## src/rtl/lockstep_round_robin_scheduler_macros.svh

```systemverilog
// assertion macros for the lock-step round-robin scheduler
`ifndef LOCKSTEP_ROUND_ROBIN_SCHEDULER_MACROS_SVH
`define LOCKSTEP_ROUND_ROBIN_SCHEDULER_MACROS_SVH
`ifndef SYNTHESIS
`define LRRS_ASSERT(lbl, clk, rst, prop) \
   lbl: assert property (@(posedge clk) disable iff (rst) prop) \
      else $error("lrrs assertion failed");
`define LRRS_ASSERT_ALWAYS(lbl, clk, prop) \
   lbl: assert property (@(posedge clk) prop) \
      else $error("lrrs assertion failed");
`else
`define LRRS_ASSERT(lbl, clk, rst, prop)
`define LRRS_ASSERT_ALWAYS(lbl, clk, prop)
`endif
`endif

```

## src/rtl/lrrs_pkg.sv

```systemverilog
package lrrs_pkg;

   localparam logic [1:0] FUNC_ADD     = 2'd0;
   localparam logic [1:0] FUNC_REMOVE  = 2'd1;
   localparam logic [1:0] FUNC_BARRIER = 2'd2;
   localparam logic [1:0] FUNC_SELECT  = 2'd3;

   localparam logic [1:0] STATUS_OK        = 2'd0;
   localparam logic [1:0] STATUS_EMPTY     = 2'd1;
   localparam logic [1:0] STATUS_FULL      = 2'd2;
   localparam logic [1:0] STATUS_NOT_FOUND = 2'd3;

   typedef struct packed {
      logic [1:0]  func;
      logic [15:0] state_id;
      logic        has_parent;
      logic [15:0] parent_id;
   } req_type;

   typedef struct packed {
      logic [1:0]  status;
      logic [15:0] selected_id;
      logic [31:0] state_time;
      logic        round_done;
   } rsp_type;

   typedef struct packed {
      logic        valid;
      logic        blocked;
      logic        skip;
      logic [15:0] id;
   } entry_type;

endpackage

```

## src/rtl/lrrs_table.sv

```systemverilog
module lrrs_table
   import lrrs_pkg::*;
#(
   parameter int DEPTH = 64,
   parameter int AW    = 6
) (
   input  logic          clock,
   input  logic          wr_en,
   input  logic [AW-1:0] wr_addr,
   input  entry_type     wr_data,
   input  logic [AW-1:0] rd_addr,
   output entry_type     rd_data
);

   entry_type mem [DEPTH];
   entry_type rd_data_ff;

   always_ff @(posedge clock) begin
      if (wr_en) begin
         mem[wr_addr] <= wr_data;
      end
   end

   always_ff @(posedge clock) begin
      rd_data_ff <= mem[rd_addr];
   end

   assign rd_data = rd_data_ff;

endmodule

```

## src/rtl/lrrs_ctrl.sv

```systemverilog
`include "lockstep_round_robin_scheduler_macros.svh"

module lrrs_ctrl
   import lrrs_pkg::*;
#(
   parameter int TABLE_DEPTH = 64,
   parameter int AW          = 6,
   parameter int CW          = 7
) (
   input  logic          clock,
   input  logic          reset,
   input  logic          start,
   input  req_type       req,
   output logic          busy,
   input  logic [15:0]   step_inc,
   output logic          rsp_valid,
   output rsp_type       rsp,
   output logic          mem_wr_en,
   output logic [AW-1:0] mem_wr_addr,
   output entry_type     mem_wr_data,
   output logic [AW-1:0] mem_rd_addr,
   input  entry_type     mem_rd_data
);

   localparam logic [3:0] S_IDLE    = 4'd0;
   localparam logic [3:0] S_CLR     = 4'd1;
   localparam logic [3:0] S_FIND_RD = 4'd2;
   localparam logic [3:0] S_FIND_EX = 4'd3;
   localparam logic [3:0] S_ADD_WR  = 4'd4;
   localparam logic [3:0] S_UNB_RD  = 4'd5;
   localparam logic [3:0] S_UNB_EX  = 4'd6;
   localparam logic [3:0] S_SCAN_RD = 4'd7;
   localparam logic [3:0] S_SCAN_EX = 4'd8;
   localparam logic [3:0] S_CMP_RD  = 4'd9;
   localparam logic [3:0] S_CMP_EX  = 4'd10;
   localparam logic [3:0] S_CMP_CLR = 4'd11;

   localparam logic [CW-1:0] CNT_ONE  = CW'(1);
   localparam logic [CW-1:0] CNT_FULL = CW'(TABLE_DEPTH);
   localparam logic [CW-1:0] CNT_LAST = CW'(TABLE_DEPTH - 1);

   logic [3:0]    state_ff, state_in;
   logic [CW-1:0] idx_ff, idx_in;
   logic [CW-1:0] wr_ptr_ff, wr_ptr_in;
   logic [CW-1:0] tail_ff, tail_in;
   logic [CW-1:0] ptr_ff, ptr_in;
   logic [CW-1:0] hole_ff, hole_in;
   logic [CW-1:0] bcnt_ff, bcnt_in;
   logic [31:0]   time_ff, time_in;
   req_type       req_ff, req_in;
   logic          round_ff, round_in;
   logic          blk_ff, blk_in;
   logic          skp_ff, skp_in;
   logic          rsp_valid_ff, rsp_valid_in;
   rsp_type       rsp_ff, rsp_in;
   logic [15:0]   key;
   logic [CW-1:0] live;
   entry_type     rd;

   assign key  = (req_ff.func == FUNC_ADD) ? req_ff.parent_id : req_ff.state_id;
   assign live = tail_ff - hole_ff;
   assign rd   = mem_rd_data;

   always_comb begin
      state_in     = state_ff;
      idx_in       = idx_ff;
      wr_ptr_in    = wr_ptr_ff;
      tail_in      = tail_ff;
      ptr_in       = ptr_ff;
      hole_in      = hole_ff;
      bcnt_in      = bcnt_ff;
      time_in      = time_ff;
      req_in       = req_ff;
      round_in     = round_ff;
      blk_in       = blk_ff;
      skp_in       = skp_ff;
      rsp_valid_in = 1'b0;
      rsp_in       = rsp_ff;
      mem_wr_en    = 1'b0;
      mem_wr_addr  = idx_ff[AW-1:0];
      mem_wr_data  = rd;
      mem_rd_addr  = idx_ff[AW-1:0];
      case (state_ff)
         S_IDLE: begin
            if (start) begin
               req_in   = req;
               round_in = 1'b0;
               blk_in   = 1'b0;
               skp_in   = 1'b0;
               idx_in   = '0;
               rsp_in   = '0;
               case (req.func)
                  FUNC_ADD: begin
                     if (tail_ff >= CNT_FULL) begin
                        rsp_in.status = STATUS_FULL;
                        rsp_valid_in  = 1'b1;
                     end else if (req.has_parent) begin
                        state_in = S_FIND_RD;
                     end else begin
                        state_in = S_ADD_WR;
                     end
                  end
                  FUNC_REMOVE, FUNC_BARRIER: begin
                     state_in = S_FIND_RD;
                  end
                  default: begin
                     if (hole_ff > tail_ff || live == '0) begin
                        rsp_in.status = STATUS_EMPTY;
                        rsp_valid_in  = 1'b1;
                     end else if (live == bcnt_ff) begin
                        state_in = S_UNB_RD;
                     end else begin
                        state_in = S_SCAN_RD;
                     end
                  end
               endcase
            end
         end
         S_CLR: begin
            mem_wr_en   = 1'b1;
            mem_wr_data = '0;
            idx_in      = idx_ff + CNT_ONE;
            if (idx_ff == CNT_LAST) begin
               state_in = S_IDLE;
            end
         end
         S_FIND_RD: begin
            if (idx_ff >= tail_ff) begin
               rsp_in.status = STATUS_NOT_FOUND;
               rsp_valid_in  = 1'b1;
               state_in      = S_IDLE;
            end else begin
               state_in = S_FIND_EX;
            end
         end
         S_FIND_EX: begin
            if (rd.valid && rd.id == key) begin
               case (req_ff.func)
                  FUNC_ADD: begin
                     blk_in   = rd.blocked;
                     skp_in   = idx_ff < ptr_ff;
                     state_in = S_ADD_WR;
                  end
                  FUNC_REMOVE: begin
                     mem_wr_en   = 1'b1;
                     mem_wr_data = '{valid: 1'b0, blocked: 1'b0, skip: 1'b0, id: rd.id};
                     hole_in     = hole_ff + CNT_ONE;
                     if (rd.blocked && bcnt_ff != '0) begin
                        bcnt_in = bcnt_ff - CNT_ONE;
                     end
                     rsp_valid_in = 1'b1;
                     state_in     = S_IDLE;
                  end
                  default: begin
                     if (!rd.blocked) begin
                        mem_wr_en           = 1'b1;
                        mem_wr_data.blocked = 1'b1;
                        bcnt_in             = bcnt_ff + CNT_ONE;
                     end
                     rsp_valid_in = 1'b1;
                     state_in     = S_IDLE;
                  end
               endcase
            end else begin
               idx_in   = idx_ff + CNT_ONE;
               state_in = S_FIND_RD;
            end
         end
         S_ADD_WR: begin
            mem_wr_en    = 1'b1;
            mem_wr_addr  = tail_ff[AW-1:0];
            mem_wr_data  = '{valid: 1'b1, blocked: blk_ff, skip: skp_ff,
                             id: req_ff.state_id};
            tail_in      = tail_ff + CNT_ONE;
            if (blk_ff) begin
               bcnt_in = bcnt_ff + CNT_ONE;
            end
            rsp_valid_in = 1'b1;
            state_in     = S_IDLE;
         end
         S_UNB_RD: begin
            if (idx_ff >= tail_ff) begin
               bcnt_in  = '0;
               state_in = S_SCAN_RD;
            end else begin
               state_in = S_UNB_EX;
            end
         end
         S_UNB_EX: begin
            mem_wr_en           = 1'b1;
            mem_wr_data.blocked = 1'b0;
            idx_in              = idx_ff + CNT_ONE;
            state_in            = S_UNB_RD;
         end
         S_SCAN_RD: begin
            mem_rd_addr = ptr_ff[AW-1:0];
            if (ptr_ff >= tail_ff) begin
               idx_in    = '0;
               wr_ptr_in = '0;
               state_in  = S_CMP_RD;
            end else begin
               state_in = S_SCAN_EX;
            end
         end
         S_SCAN_EX: begin
            ptr_in   = ptr_ff + CNT_ONE;
            state_in = S_SCAN_RD;
            if (!rd.valid || rd.skip) begin
               mem_wr_en        = 1'b1;
               mem_wr_addr      = ptr_ff[AW-1:0];
               mem_wr_data.skip = 1'b0;
            end else if (!rd.blocked) begin
               rsp_in.selected_id = rd.id;
               rsp_in.state_time  = time_ff;
               rsp_in.round_done  = round_ff;
               rsp_valid_in       = 1'b1;
               state_in           = S_IDLE;
            end
         end
         S_CMP_RD: begin
            if (idx_ff >= tail_ff) begin
               idx_in   = wr_ptr_ff;
               state_in = S_CMP_CLR;
            end else begin
               state_in = S_CMP_EX;
            end
         end
         S_CMP_EX: begin
            if (rd.valid) begin
               mem_wr_en   = 1'b1;
               mem_wr_addr = wr_ptr_ff[AW-1:0];
               wr_ptr_in   = wr_ptr_ff + CNT_ONE;
            end
            idx_in   = idx_ff + CNT_ONE;
            state_in = S_CMP_RD;
         end
         S_CMP_CLR: begin
            if (idx_ff >= tail_ff) begin
               tail_in  = wr_ptr_ff;
               hole_in  = '0;
               ptr_in   = '0;
               time_in  = time_ff + {16'd0, step_inc};
               round_in = 1'b1;
               state_in = S_SCAN_RD;
            end else begin
               mem_wr_en   = 1'b1;
               mem_wr_data = '0;
               idx_in      = idx_ff + CNT_ONE;
            end
         end
         default: begin
            state_in = S_IDLE;
         end
      endcase
   end

   always_ff @(posedge clock) begin
      if (reset) begin
         state_ff     <= S_CLR;
         idx_ff       <= '0;
         tail_ff      <= '0;
         ptr_ff       <= '0;
         hole_ff      <= '0;
         bcnt_ff      <= '0;
         time_ff      <= '0;
         rsp_valid_ff <= 1'b0;
      end else begin
         state_ff     <= state_in;
         idx_ff       <= idx_in;
         tail_ff      <= tail_in;
         ptr_ff       <= ptr_in;
         hole_ff      <= hole_in;
         bcnt_ff      <= bcnt_in;
         time_ff      <= time_in;
         rsp_valid_ff <= rsp_valid_in;
      end
   end

   always_ff @(posedge clock) begin
      wr_ptr_ff <= wr_ptr_in;
      req_ff    <= req_in;
      round_ff  <= round_in;
      blk_ff    <= blk_in;
      skp_ff    <= skp_in;
      rsp_ff    <= rsp_in;
   end

   assign busy      = state_ff != S_IDLE;
   assign rsp_valid = rsp_valid_ff;
   assign rsp       = rsp_ff;

   `LRRS_ASSERT(a_rsp_idle, clock, reset, rsp_valid_ff |-> !busy)
   `LRRS_ASSERT(a_accept_busy, clock, reset, (start && !busy) |=> (busy || rsp_valid_ff))
   `LRRS_ASSERT(a_holes_le_tail, clock, reset, hole_ff <= tail_ff)
   `LRRS_ASSERT(a_blocked_le_live, clock, reset, bcnt_ff <= tail_ff - hole_ff)

endmodule

```

## src/rtl/lockstep_round_robin_scheduler.sv

```systemverilog
// add without parent goes straight to its write; a lookup reads, then examines, each slot
//   searched; select reads and examines each slot scanned, after unblocking all slots
//   if all live entries are blocked; a round wrap compacts the table first
// after reset a clearing pass over all TABLE_DEPTH entries runs with busy high
// one transaction at a time; the response strobe lasts one cycle, no stall
module lockstep_round_robin_scheduler
   import lrrs_pkg::*;
#(
   parameter int TABLE_DEPTH = 64
) (
   input  logic        clock,
   input  logic        reset,
   input  logic        start,
   output logic        busy,
   input  req_type     req_data,
   output logic        rsp_valid,
   output rsp_type     rsp_data,
   input  logic        csr_wr_en,
   input  logic [15:0] csr_wr_data
);

   localparam int AW = $clog2(TABLE_DEPTH);
   localparam int CW = $clog2(TABLE_DEPTH + 1);

   logic [15:0]   step_ff;
   logic          mem_wr_en;
   logic [AW-1:0] mem_wr_addr;
   entry_type     mem_wr_data;
   logic [AW-1:0] mem_rd_addr;
   entry_type     mem_rd_data;

   always_ff @(posedge clock) begin
      if (reset) begin
         step_ff <= 16'd1;
      end else if (csr_wr_en) begin
         step_ff <= csr_wr_data;
      end
   end

   lrrs_table #(
      .DEPTH (TABLE_DEPTH),
      .AW    (AW)
   ) u_table (
      .clock   (clock),
      .wr_en   (mem_wr_en),
      .wr_addr (mem_wr_addr),
      .wr_data (mem_wr_data),
      .rd_addr (mem_rd_addr),
      .rd_data (mem_rd_data)
   );

   lrrs_ctrl #(
      .TABLE_DEPTH (TABLE_DEPTH),
      .AW          (AW),
      .CW          (CW)
   ) u_ctrl (
      .clock       (clock),
      .reset       (reset),
      .start       (start),
      .req         (req_data),
      .busy        (busy),
      .step_inc    (step_ff),
      .rsp_valid   (rsp_valid),
      .rsp         (rsp_data),
      .mem_wr_en   (mem_wr_en),
      .mem_wr_addr (mem_wr_addr),
      .mem_wr_data (mem_wr_data),
      .mem_rd_addr (mem_rd_addr),
      .mem_rd_data (mem_rd_data)
   );

endmodule
```

## config.mk

```make
export PLATFORM = sky130hd
export DESIGN_NAME = lockstep_round_robin_scheduler
export DESIGN_NICKNAME = d
export VERILOG_FILES = /design/src/rtl/lrrs_pkg.sv /design/src/rtl/lrrs_table.sv /design/src/rtl/lrrs_ctrl.sv /design/src/rtl/lockstep_round_robin_scheduler.sv
export VERILOG_INCLUDE_DIRS = /design/src /design/src/rtl
export SDC_FILE = /design/constraint.sdc
export NUM_CORES = 2
export LEC_CHECK = 0
export BUFFER_PORTS_ARGS = -buffer_cell sky130_fd_sc_hd__buf_2
export CAP_MARGIN = 40
export CORE_MARGIN = 2
export CORE_UTILIZATION = 50
export CTS_CLUSTER_DIAMETER = 40
export DETAILED_ROUTE_END_ITERATION = 8
export PLACE_DENSITY_LB_ADDON = 0.08
export RECOVER_POWER = 50
export SLEW_MARGIN = 10
export SYNTH_ARGS = -nofsm -noshare
export SYNTH_HDL_FRONTEND = slang
export SYNTH_SLANG_ARGS = --single-unit
```

## constraint.sdc

```tcl
create_clock -name clock -period 6.8 [get_ports clock]
set_input_delay 0.68 -clock clock [delete_from_list [all_inputs] [get_ports clock]]
set_output_delay 0.68 -clock clock [all_outputs]
set_load 0.005 [all_outputs]
```

; ---- After elaboration in Yosys (flattened, before gate mapping)
; Memory sizes are Yosys's and may differ from the RTL's. A register that Yosys moved wholly into a read port is not among the register bits.
; Index checks and enable logic that the tools add are counted.
[word_totals]
regBits = 183
ram_bits = 1216
input_bits = 55
output_inout_bits = 53
elab_cells = 199
mem_count = 1
[op_classes]
add_sub_neg = 9
order_cmp = 5
n_eq_ne = 38
mux = 88
n_reduce_logical = 38
[memory_table]
columns = name, words, width, rd, rd_ports_with_merged_regs, write_ports, line
row1 = u_table.mem, 64, 19, 1, 1, 1, lrrs_table.sv:15  ; entry_type mem [DEPTH];
[ops]
columns = op, n
row1 = $mux W49, 2
row2 = $pmux W49 S2, 1
row3 = $mux W7, 13
row4 = $pmux W7 S2, 5
row5 = $pmux W16 S4, 1
row6 = $mux W51, 1
row7 = $pmux W4 S11, 1
row8 = $add A7 B1 Y7 const B, 6
row9 = $pmux W7 S6, 1
row10 = $mux W19, 2
row11 = $add A32 B16 Y32, 1
row12 = $mux W1, 26
row13 = $mux W4, 6
row14 = $pmux W7 S3, 1
row15 = $mux W6, 3
row16 = $ne A2 B1 Y1 const B, 9
row17 = $pmux W6 S3, 1
row18 = $mux W17, 1
row19 = $eq A16 B16 Y1, 1
row20 = $eq A4 B3 Y1 const B, 4
row21 = $eq A4 B4 Y1 const B, 4
row22 = $mux W16, 1
row23 = $ne A2 B2 Y1 const B, 8
row24 = $reduce_bool A2 Y1, 8
row25 = other kinds (40), 71

; ---- Depth between registers and ports, before layout
[depth]
word_depth = 8
depth_mapped = 13
mapped_depth_nobuf = 12

; ---- Hierarchy
; From an unflattened synthesis, not the netlist that was laid out.
[hier_totals]
hier_cells = 3333
hier_area_um2 = 57830.5
[by_module_without_submodules]
columns = module, n_inst, cells_per_inst, area_each_um2
row1 = lrrs_table, 1, 2159, 47107.7
row2 = lrrs_ctrl, 1, 1122, 10141.0
row3 = lockstep_round_robin_scheduler, 1, 52, 581.8

; ---- Least setup slack after synthesis
; No wires, ideal clock.
[synth_path]
kind = register to register
startpoint = register u_ctrl.tail_ff[1]
endpoint = memory u_table.mem[0][18] (netlist bit), data pin
setup_time_ns = 0.702
t_arrival_ns = 4.362
slack_ns = 1.736
path_stages_with_launch = 11
n_path_buf = 2
path_cell_list = dfxtp_1 > inv_1 > ha_1 > nand2_1 > o21ai_0 > a21oi_1 > clkbuf_1 > nor2_1 > clkbuf_1 > a2111oi_0 > o21ai_0
[synth_lines]
columns = element, line
row1 = "start, declared", lrrs_ctrl.sv:45  ; logic [CW-1:0] tail_ff, tail_in;
row2 = "start signal, assigned", lrrs_ctrl.sv:270  ; tail_ff <= tail_in;
row3 = "end, declared", lrrs_table.sv:15

==> flow_metrics.tcl <==
set metrics [dict create \
    status "finished, violations left" \
    violations "max-capacitance violations, max-slew violations" \
    ys_types 78 \
    rrSetupSlack_ps 1190 \
    r2r_cells 7 \
    dr.pass1.iters 5 \
    cts_num_sinks 1418 \
    drtIter0Drc 3836 \
    vdd.ir_drop.worst_mv 0.267 \
    vias 34320 \
    reg2reg_from "u_ctrl.state_ff[2]" \
    powerDensity_nw_per_um2 299 \
    ios 108 \
    clk_latency_ps 780 \
    layout_commonest_cell "edfxtp_1" \
    rsz0062_at_grt "false" \
    h-tree-depth 4 \
    final_cell_mix "edfxtp_1, nand2_1, clkbuf_16" \
    min_to "u_ctrl.req_ff[28]" \
    io_buffers 107 \
    crit_type "flop to flop" \
    cts_setup_buffers 0 \
    grt_pass1_vias 33021 \
    ant_nets 0 \
    period_share_pct 82.6 \
    setup_viol 0 \
    syn_nets 3860 \
    r2r-end "u_table.mem[3][9]" \
    gp_congestion 0.921 \
    critPathRequiredTime_ps 7110 \
    cts_tree "yes" \
    grt_use_total_pct 26.7 \
    max_cap_violations 15 \
    worst_slew_pin_slew_ps 2770 \
    die_area_um2 118000 \
    die_h_um 343 \
    cts.reportedPaths.clkPinSlew_ps 50 \
    die_w_um 343 \
    drive_above_1_share_pct 18.6 \
    clockRootBuffer "clkbuf_16" \
    syn-instance-count 3749 \
    synth_ff_type "edfxtp_1" \
    wl_mm 158 \
    critPathLaunchType "flop" \
    path_max_fanout 24 \
    cts_resized 0 \
    hold_viol_final 0 \
    holdPathStages 1 \
    drv_slew 638 \
    ctsHoldBuffers 0 \
    overflow 0 \
    async_flop_share_pct 0 \
    cp_data_arrival_time_ps 5930 \
    final_nets 4113 \
    synth_edf_count 1311 \
    grt_start_max_net_pins 97 \
    synth_area_um2 57600 \
    stdcell_area_um2 67000 \
    rows 124 \
    grt_pass1_wl_mm 228 \
    ys_ff_latch 1418 \
    worstHoldPathType "input pin to flop" \
    dpl.hpwl_mm 100 \
    static-leakage-power_nw 21.9 \
    wl_per_cell_um 27.8 \
    worstHoldStart "req_data[28]" \
    yosysWarningCount 0 \
    core_area_um2 114000 \
    area_growth_syn_to_layout_pct 16.3 \
    tns_ps 0 \
    period_needed_ps 5610 \
    postSynthAreaPerCell_um2 15.4 \
    skew_ps 31.3 \
    yosysSeqAreaShare_pct 72.0 \
    fill_cells 8857 \
    max_slew_margin_pct -84.8 \
    numCtsBuffers 178 \
    placed_cell_area_um2 61100 \
    fmax_ghz 0.178 \
    clockBufferDepth 3 \
    start_util_pct 50.4 \
    route.detailed.drc 0 \
    crit_path_end_kind "flop" \
    antenna_found_initial 6 \
    vias_per_cell 6.06 \
]
[cell usage after synthesis (6+ instances only)]
cell type | instances | area, um^2
xnor2_1 | 32 | 280
o21ai_0 | 69 | 345
buf_2 | 73 | 365
dfxtp_1 | 107 | 2140
o211ai_1 | 7 | 52.6
o22ai_1 | 12 | 75.1
edfxtp_1 | 1311 | 39400
or2_2 | 7 | 43.8
nor2b_1 | 14 | 87.6
nand4_1 | 40 | 250
nor3_1 | 57 | 285
inv_1 | 53 | 199
nand4b_1 | 14 | 123
nand2b_1 | 20 | 125
a311oi_1 | 19 | 166
a21oi_1 | 111 | 556
buf_1 | 19 | 71.3
a22oi_1 | 83 | 623
nor4_1 | 10 | 62.6
a31oi_1 | 45 | 282
a22o_1 | 23 | 201
a221oi_1 | 13 | 114
and3_1 | 38 | 238
o21a_1 | 7 | 52.6
nand3_1 | 154 | 771
buf_4 | 6 | 45.0
or3_1 | 18 | 113
ha_1 | 54 | 676
xor2_1 | 19 | 166
o31ai_1 | 11 | 82.6
clkbuf_1 | 96 | 360
nand2_1 | 554 | 2080
o2111ai_1 | 24 | 210
a32oi_1 | 32 | 280
a221o_1 | 8 | 80.1
a21o_1 | 7 | 52.6
mux2_2 | 6 | 67.6
mux4_2 | 175 | 3940
a211oi_1 | 25 | 188
and2_1 | 52 | 325
nor2_1 | 184 | 691
mux2i_1 | 65 | 651
[worst max-delay path, cell delays in order, from the launching register on]
cell and delay (ps):
dfxtp_1 790, nor2b_1 330, nand3_1 390, clkinv_1 580, a22oi_1 370, clkbuf_1 600
a22o_1 830, clkbuf_1 1240
[per-layer routing]
layer	global-route usage (%)	up-vias	part of all wire (%)
met5	0	-	0
met4	9.25	0	3.1
met3	4.92	255	8.2
met2	40.2	1548	46
met1	39.3	17348	43
li1	-	15169	-
[state kept, by name, indices dropped and copies added (netlist names)]
name	count
u_ctrl.wr_ptr_ff	7
u_ctrl.idx_ff	7
u_ctrl.rsp	51
u_table.rd_data	19
u_ctrl.tail_ff	7
u_ctrl.req_ff	34
u_ctrl.state_ff	4
u_ctrl.time_ff	32
u_ctrl.skp_ff	1
u_table.mem	1216
u_ctrl.round_ff	1
u_ctrl.blk_ff	1
u_ctrl.rsp_valid	1
u_ctrl.hole_ff	7
step_ff	16
u_ctrl.bcnt_ff	7
u_ctrl.ptr_ff	7
[final cells by class]
type                            count  area (um^2)  share of cell area (%)
Timing Repair Buffer              271         1930                    2.88
Antenna cell                        3         7.51                  0.0112
Sequential cell                  1418        41500                    62.0
Clock inverter                    116         1300                    1.94
Multi-Input combinational cell   2079        15400                    23.0
Inverter                           54          203                   0.303
Clock buffer                      212         4750                    7.09
Tap cell                         1512         1890                    2.82
[metrics by stage]
step / cells / hold WS (ps) / utilization, % / setup WS [ps] / power (mW)
2_1_floorplan: 3749 / 444 / - / 1740 / 10.3
3_3_place_gp: 5313 / 457 / 53.1 / 1660 / 10.7
3_5_place_dp: 5334 / 463 / 53.5 / 1890 / 10.7
4_1_cts: 5662 / 45.7 / 58.8 / 1880 / 20.2
6_report: 5665 / 89.5 / 58.6 / 1190 / 20.0
5_1_grt: 5663 / 56.6 / 58.6 / 826 / 20.6
[worst max path at each step]
stage                            start                  end  cells after the start
floorplan            u_ctrl.tail_ff[1]   u_table.mem[0][18]                     10
global placement    u_ctrl.state_ff[1]  u_table.mem[45][12]                      9
detailed placement  u_ctrl.state_ff[1]  u_table.mem[37][14]                     10
CTS                 u_ctrl.state_ff[1]   u_table.mem[37][6]                     10
global route        u_ctrl.state_ff[2]   u_table.mem[28][9]                      7
finish              u_ctrl.state_ff[2]    u_table.mem[3][9]                      7
[where the power goes]
group | total (mW) | internal [mW] | switching, mW
logic | 0.934 | 0.362 | 0.571
registers | 9.57 | 9.47 | 0.104
clock network | 9.52 | 5.77 | 3.76
[cell families (layout without fill, tap and decap cells)]
group | count (synthesis) | after routing | share of synthesized area, %
buffers and inverters | 252 | 653 | 1.89
AOI/OAI and AO/OA | 539 | 539 | 6.54
muxes | 247 | 247 | 8.11
adders and majority gates | 56 | 56 | 1.24
DFF | 1418 | 1418 | 72.0
and+or+nand+nor | 1186 | 1186 | 9.40
other | 0 | 3 | 0
xor gates and xnor gates | 51 | 51 | 0.775
Power figures use the tool's default switching activity.
